**src/hw/rtl/sts_pkg.sv**
```systemverilog
// Shared types and constants for the sorted table search block.
`timescale 1ns / 1ps

package sts_pkg;

  localparam int TABLE_DEPTH = 1024;
  localparam int IDX_W       = $clog2(TABLE_DEPTH);
  localparam int CNT_W       = IDX_W + 1;
  localparam int DATA_W      = 32;
  localparam int MATCH_W     = 10;

  typedef enum logic [1:0] {
    FUNC_CLEAR  = 2'd0,
    FUNC_APPEND = 2'd1,
    FUNC_SEARCH = 2'd2,
    FUNC_UNUSED = 2'd3
  } func_t;

  typedef enum logic [0:0] {
    MODE_BINARY = 1'b0,
    MODE_LINEAR = 1'b1
  } mode_t;

  // Request from the sequencer to the table memory.
  typedef struct packed {
    logic                     we;
    logic [IDX_W-1:0]         waddr;
    logic signed [DATA_W-1:0] wdata;
    logic                     re;
    logic [IDX_W-1:0]         raddr;
  } mem_req_t;

endpackage

```
**src/hw/rtl/sts_ctrl.sv**
```systemverilog
// Sequencer: entry count, append writes, binary and linear probe loop, result register.
`timescale 1ns / 1ps

module sts_ctrl (
  input  logic                              clk,
  input  logic                              rst,
  input  logic                              in_valid,
  output logic                              in_ready,
  input  logic [1:0]                        func,
  input  logic signed [sts_pkg::DATA_W-1:0] value,
  output logic                              out_valid,
  input  logic                              out_ready,
  output logic                              found,
  output logic [sts_pkg::MATCH_W-1:0]       match_index,
  input  logic                              cfg_we,
  input  logic                              cfg_wdata,
  output sts_pkg::mem_req_t                 mem_req,
  input  logic signed [sts_pkg::DATA_W-1:0] rd_data
);

  typedef enum logic [3:0] {
    S_IDLE   = 4'b0001,
    S_PROBE  = 4'b0010,
    S_CHECK  = 4'b0100,
    S_FINISH = 4'b1000
  } state_t;

  state_t                            state, state_next;
  logic [sts_pkg::CNT_W-1:0]         entry_count;
  sts_pkg::mode_t                    search_mode;
  logic signed [sts_pkg::DATA_W-1:0] target;
  logic [sts_pkg::CNT_W-1:0]         lo, hi;   // live range is [lo, hi)
  logic [sts_pkg::IDX_W-1:0]         probe_idx;
  logic                              hit;

  logic                      accept;
  logic                      table_full;
  logic                      range_live;
  logic [sts_pkg::CNT_W-1:0] span;
  logic [sts_pkg::CNT_W-1:0] mid;
  logic [sts_pkg::CNT_W-1:0] probe_addr;
  logic                      out_load;

  assign in_ready   = (state == S_IDLE);
  assign accept     = in_valid && in_ready;
  assign table_full = (entry_count == sts_pkg::CNT_W'(sts_pkg::TABLE_DEPTH));
  assign range_live = (lo < hi);
  assign span       = hi - lo - sts_pkg::CNT_W'(1);
  assign mid        = lo + (span >> 1);
  assign probe_addr = (search_mode == sts_pkg::MODE_LINEAR) ? lo : mid;
  assign out_load   = (state == S_FINISH) && (!out_valid || out_ready);

  // Writes happen only on an accepted append in idle, reads only while probing,
  // so the two ports never touch the same entry in one cycle.
  always_comb begin
    mem_req.we    = accept && (sts_pkg::func_t'(func) == sts_pkg::FUNC_APPEND)
                    && !table_full;
    mem_req.waddr = entry_count[sts_pkg::IDX_W-1:0];
    mem_req.wdata = value;
    mem_req.re    = (state == S_PROBE) && range_live;
    mem_req.raddr = probe_addr[sts_pkg::IDX_W-1:0];
  end

  always_comb begin
    state_next = state;
    unique case (state)
      S_IDLE: begin
        if (accept && (sts_pkg::func_t'(func) == sts_pkg::FUNC_SEARCH)) begin
          state_next = S_PROBE;
        end
      end
      S_PROBE:  state_next = range_live ? S_CHECK : S_FINISH;
      S_CHECK:  state_next = (rd_data == target) ? S_FINISH : S_PROBE;
      S_FINISH: state_next = out_load ? S_IDLE : S_FINISH;
      default:  state_next = S_IDLE;
    endcase
  end

  always_ff @(posedge clk) begin
    if (rst) begin
      state       <= S_IDLE;
      entry_count <= '0;
      search_mode <= sts_pkg::MODE_BINARY;
      out_valid   <= 1'b0;
      hit         <= 1'b0;
    end else begin
      state <= state_next;
      if (cfg_we) begin
        search_mode <= sts_pkg::mode_t'(cfg_wdata);
      end
      if (accept) begin
        case (sts_pkg::func_t'(func))
          sts_pkg::FUNC_CLEAR:  entry_count <= '0;
          sts_pkg::FUNC_APPEND: begin
            if (!table_full) begin
              entry_count <= entry_count + sts_pkg::CNT_W'(1);
            end
          end
          sts_pkg::FUNC_SEARCH: hit <= 1'b0;
          default: ;
        endcase
      end
      if (state == S_CHECK && rd_data == target) begin
        hit <= 1'b1;
      end
      if (out_load) begin
        out_valid <= 1'b1;
      end else if (out_ready) begin
        out_valid <= 1'b0;
      end
    end
  end

  // Search datapath: range bounds, probe index, result register.
  always_ff @(posedge clk) begin
    if (accept && (sts_pkg::func_t'(func) == sts_pkg::FUNC_SEARCH)) begin
      target <= value;
      lo     <= '0;
      hi     <= entry_count;
    end
    if (state == S_PROBE && range_live) begin
      probe_idx <= probe_addr[sts_pkg::IDX_W-1:0];
    end
    if (state == S_CHECK && rd_data != target) begin
      if (search_mode == sts_pkg::MODE_LINEAR) begin
        lo <= lo + sts_pkg::CNT_W'(1);
      end else if (rd_data < target) begin
        lo <= {1'b0, probe_idx} + sts_pkg::CNT_W'(1);
      end else begin
        hi <= {1'b0, probe_idx};
      end
    end
    if (out_load) begin
      found       <= hit;
      match_index <= hit ? sts_pkg::MATCH_W'(probe_idx) : '0;
    end
  end

  a_count_in_range: assert property (@(posedge clk) disable iff (rst)
    entry_count <= sts_pkg::CNT_W'(sts_pkg::TABLE_DEPTH))
    else $error("entry count past table depth");

  a_read_below_count: assert property (@(posedge clk) disable iff (rst)
    mem_req.re |-> ({1'b0, mem_req.raddr} < entry_count))
    else $error("probe beyond filled entries");

  a_write_only_idle: assert property (@(posedge clk) disable iff (rst)
    mem_req.we |-> (state == S_IDLE))
    else $error("table write during a search");

  a_miss_index_zero: assert property (@(posedge clk) disable iff (rst)
    (out_valid && !found) |-> (match_index == '0))
    else $error("miss reported with nonzero index");

  a_check_follows_probe: assert property (@(posedge clk) disable iff (rst)
    (state == S_CHECK) |-> $past(mem_req.re))
    else $error("compare without a memory read");

endmodule

```
**config.mk**
```make
export PLATFORM = sky130hd
export DESIGN_NAME = sts_ctrl
export DESIGN_NICKNAME = d
export VERILOG_FILES = /design/src/hw/rtl/sts_pkg.sv /design/src/hw/rtl/sts_ctrl.sv
export SDC_FILE = /design/constraint.sdc
export NUM_CORES = 1
export LEC_CHECK = 0
export ABC_AREA = 1
export BUFFER_PORTS_ARGS = -buffer_cell sky130_fd_sc_hd__buf_4
export CAP_MARGIN = 20
export CORE_MARGIN = 2
export CORE_UTILIZATION = 37
export DETAILED_ROUTE_END_ITERATION = 16
export GPL_ROUTABILITY_DRIVEN = 0
export RECOVER_POWER = 25
export SETUP_SLACK_MARGIN = 0.05
export SLEW_MARGIN = 20
export SYNTH_ARGS = -nofsm -noshare
export SYNTH_HDL_FRONTEND = slang
export SYNTH_SLANG_ARGS = --single-unit
```
**constraint.sdc**
```tcl
create_clock -name clk -period 6.3 [get_ports clk]
set_input_delay 0.315 -clock clk [delete_from_list [all_inputs] [get_ports clk]]
set_output_delay 0.315 -clock clk [all_outputs]
set_load 0.005 [all_outputs]
```
## Word-level counts from Yosys, hierarchy flattened

Cells that the tools add are included.
Widths: inputs -> output; s select.

- Add/subtract/negate cells: 6
- Order comparisons: 2
- Equality and inequality tests: 11
- Muxes and demuxes: 21
- Reductions and logical operators: 18

Operator list:

| operator | count |
|---|---|
| $mux 11 | 9 |
| $eq 32x32->1 | 1 |
| $lt 32x32->1 | 1 |
| $ne 32x32->1 | 1 |
| $add 11x1->11 const B | 2 |
| $pmux 11 s2 | 1 |
| $mux 4 | 4 |
| $pmux 4 s4 | 1 |
| $add 10x1->11 const B | 1 |
| $eq 11x11->1 const B | 1 |
| $lt 11x11->1 | 1 |
| $sub 11x1->11 const B | 1 |
| $sub 11x11->11 | 1 |
| $add 10x10->10 | 1 |
| $mux 10 | 1 |
| $logic_and 1x1->1 | 8 |
| $reduce_bool 2->1 | 4 |
| $mux 1 | 5 |
| $eq 4x1->1 const B | 1 |
| $eq 4x2->1 const B | 1 |
| $eq 4x3->1 const B | 1 |
| $eq 4x4->1 const B | 1 |
| $reduce_and 3->1 | 1 |
| $eq 2x1->1 const B | 1 |
| 7 further kinds | 8 |

- Register bits: 93
- Input port bits: 72
- Logic and storage cells: 69

## Longest topological paths before layout

- Depth in word-level cells: 7
- Depth in mapped cells: 20

## Worst setup path before layout

No wires, ideal clock.

- Path kind: flip-flop to output port
- From: register lo[2] in the netlist's numbering
- To: output port mem_req[9] in the netlist's numbering
- Arrival time: 2.685 ns
- Setup slack: 3.300 ns
- Stages on the path, launching flop included: 21
- Cells stage by stage: dfxtp_1 > inv_1 > ha_1 > a21oi_1 > o21ai_0 > nand2_1 > o211ai_1 > nand2_1 > nand2_1 > a21oi_1 > xor2_1 > inv_1 > ha_1 > nand2_1 > nor2_1 > nand3_1 > nand4_1 > nand3_1 > nand3_1 > nand2_1 > nand2_1

RTL lines:

| what | line | text |
|---|---|---|
| start, declared | sts_ctrl.sv:32 | `logic [sts_pkg::CNT_W-1:0] lo, hi;` |
| start signal, assigned | sts_ctrl.sv:126 | `lo <= lo + sts_pkg::CNT_W'(1);` |
| start signal, assigned | sts_ctrl.sv:128 | `lo <= {1'b0, probe_idx} + sts_pkg::CNT_W'(1);` |
| end, declared | sts_ctrl.sv:17 | `output sts_pkg::mem_req_t mem_req,` |

==> flow_summary.ini <==
[setup_path]
cp_num_buf_inv = 3
critPathKind = reg2out
end_kind = output port
worstSetupStartpointType = flip-flop
crit_family = compound AO/OA/AOI/OAI gates
reg2reg_depth = 15
slowest_stage = dfxtp_1
arrival_ns = 3.61
slowest_delay_ns = 0.43
cp.depth = 16
critPathRequiredTime_ns = 5.98
cp_max_fo = 6
path_cells = inv_1, ha_1, a21oi_1, o21ai_0, nor2_1, xor2_1, inv_1, ha_1, a21oi_1, o21ai_0, a21oi_1, o21bai_1, or2_2, nand3_1, o21ai_0, buf_4

[floorplanning]
num_io_pins = 139
dieArea_mm2 = 0.0183
fp-row-count = 48
dieWidth_um = 135
start_util_pct = 37.3
die_y_um = 135
core_mm2 = 0.0171

[cts]
post_cts_resized = 0
cts_max_path_buffers = 2
hold_buffers = 0
cts_setup_buffers = 0
cts.sinks = 93
numCtsBuffers = 9
h-tree-depth = 3
root_buffer = clkbuf_16
clk_latency_ns = 0.35
cts_tree = built
clk_pin_slew_worst_paths_ns = 0.06

[grt]
track_usage_pct = 17.7
grt_pass1_wl_um = 24800
grt-ovfl-total = 0
grt_pass1_vias = 4996
antenna_found_initial = 0
grt_max_degree = 44

[cells_and_area]
final_area_mm2 = 0.00754
synthToLayoutAreaGrowth_pct = 18.1
drive_above_1_share_pct = 16.7
seqCellArea_mm2 = 0.00239
multi_input_area_mm2 = 0.00308
nFillCells = 1763
diodes = 0
fin_nets = 1056

[logic_synthesis]
syn_inst = 823
synth_cell_types = 37
synthesis.nets = 961
synth-async-reset-ratio_pct = 0
syn-cell-area_mm2 = 0.00639
synth_edf_count = 53
avgSynthCellArea_um2 = 7.76
synth-seq-cells = 93
yosys_warnings = 0
yosysSeqAreaShare_pct = 37.4
yosys_most_used_dff = edfxtp_1

[drt]
drcViolationCount = 0
via_count = 5521
ant_nets = 0
dr.pass1.iters = 5
drt_iter0_drc = 283
drt-total-wl_um = 16100
via_per_inst = 4.81
wl_per_cell_um = 14.0

[sta]
rsz0062_at_grt = no
fin_ws_ns = 2.38
fmax_mhz = 255
tightest_slew_ns = 0.896
hold_violations = 0
fin_setup_tns_ns = 0
post-route-min-period_ns = 3.92
clock-skew-final_ns = 0.00897
period_share_pct = 62.2
setup_viol = 0
relSlewSlack_pct = 40.1
slew_viol_final = 0

[status]
status = finished, final reports clean

[place]
placed_area_mm2 = 0.00734
io_buffers = 138
pre_cts_ws_ns = 2.79
dp_hpwl_um = 12900

[power]
cellLeakagePower_nw = 3.55
powerDensity_mw_per_mm2 = 281
ir_drop_uv = 176

[worst_hold_path]
hold_class = in2reg
worstHoldPathCells = 1

[job]
maxCapViolCount = 0
==> placed cells by master, fill, tap and decap left out, types with 40 or more instances in the layout <==
cell type	instances
a21oi_1	57
buf_4	87
dfxtp_1	40
edfxtp_1	53
ha_1	64
inv_1	141
nand2_1	173
nand3_1	48
nor2_1	52
o21ai_0	52
==> final timing paths <==
path	startpoint	end	slack, ns
worst max-delay path	lo[4]	mem_req[7]	2.38
worst min-delay path	value[19]	target[19]	0.17
worst max register to register	lo[4]	probe_idx[7]	2.94
worst min register to register	entry_count[9]	entry_count[9]	0.53
==> kinds of logic after synthesis <==
logic type | after synthesis | share of synthesized area (%)
AND/OR/NAND/NOR | 322 | 21.9
buffers and inverters | 197 | 14.4
AO/OA/AOI/OAI | 132 | 11.3
flip-flops | 93 | 37.4
adder cells (fa/ha/maj) | 66 | 13.2
XOR/XNOR | 13 | 1.78
==> synth_stat cells, drive strengths merged, types with 9 or more instances <==
cell / number / area share (%)
a21oi: 57 / 4.5
dfxtp: 40 / 13
o21ai: 59 / 5.0
nand4: 14 / 1.4
xor2: 9 / 1.2
buf: 47 / 5.6
nor3: 15 / 1.3
nor2: 57 / 3.6
nand3: 48 / 3.8
inv: 141 / 8.3
edfxtp: 53 / 25
nand2: 177 / 11
ha: 64 / 13
clkbuf: 9 / 0.53
==> sequential cells by signal, summed over array words and instances (netlist names) <==
register and cells:
lo 11, search_mode 1, hit 1, probe_idx 10, out_valid 1, hi 11
state 4, entry_count 11, match_index 10, found 1, target 32
==> area by class of cell <==
| type | count | area share, % |
|---|---|---|
| clock buffer | 12 | 3.13 |
| clock inverter | 4 | 0.647 |
| inverter | 141 | 7.01 |
| multi-input combinational | 533 | 40.9 |
| sequential | 93 | 31.7 |
| tap | 225 | 3.73 |
| timing repair buffer | 140 | 12.9 |
==> routing by layer <==
metal	part of all wire (%)	global-route usage, %	vias to the layer above	routed length (µm)
li1	-	-	2841	-
met1	44	21.8	2492	7140
met2	47	30.1	161	7600
met3	5.3	2.92	27	860
met4	3.0	8.45	0	482
met5	0	0	-	0
==> metrics by stage <==
step / hold slack [ns] / instances / power [mW] / util [%]
after floorplan: 0.414 / 823 / 1.30 / -
after global placement: 0.504 / 1131 / 1.60 / 42.8
after detailed placement: 0.505 / 1132 / 1.61 / 42.9
after CTS: 0.133 / 1148 / 2.15 / 44.5
after global routing: 0.159 / 1148 / 2.28 / 44.1
final: 0.172 / 1148 / 2.12 / 44.1
==> where the power goes <==
| group | internal, mW | switching (mW) | total (mW) |
|---|---|---|---|
| Sequential | 0.701 | 0.0220 | 0.723 |
| Clock | 0.307 | 0.231 | 0.538 |
| Combinational | 0.368 | 0.490 | 0.858 |
| Total | 1.38 | 0.742 | 2.12 |
Power figures use the tool's default switching activity.
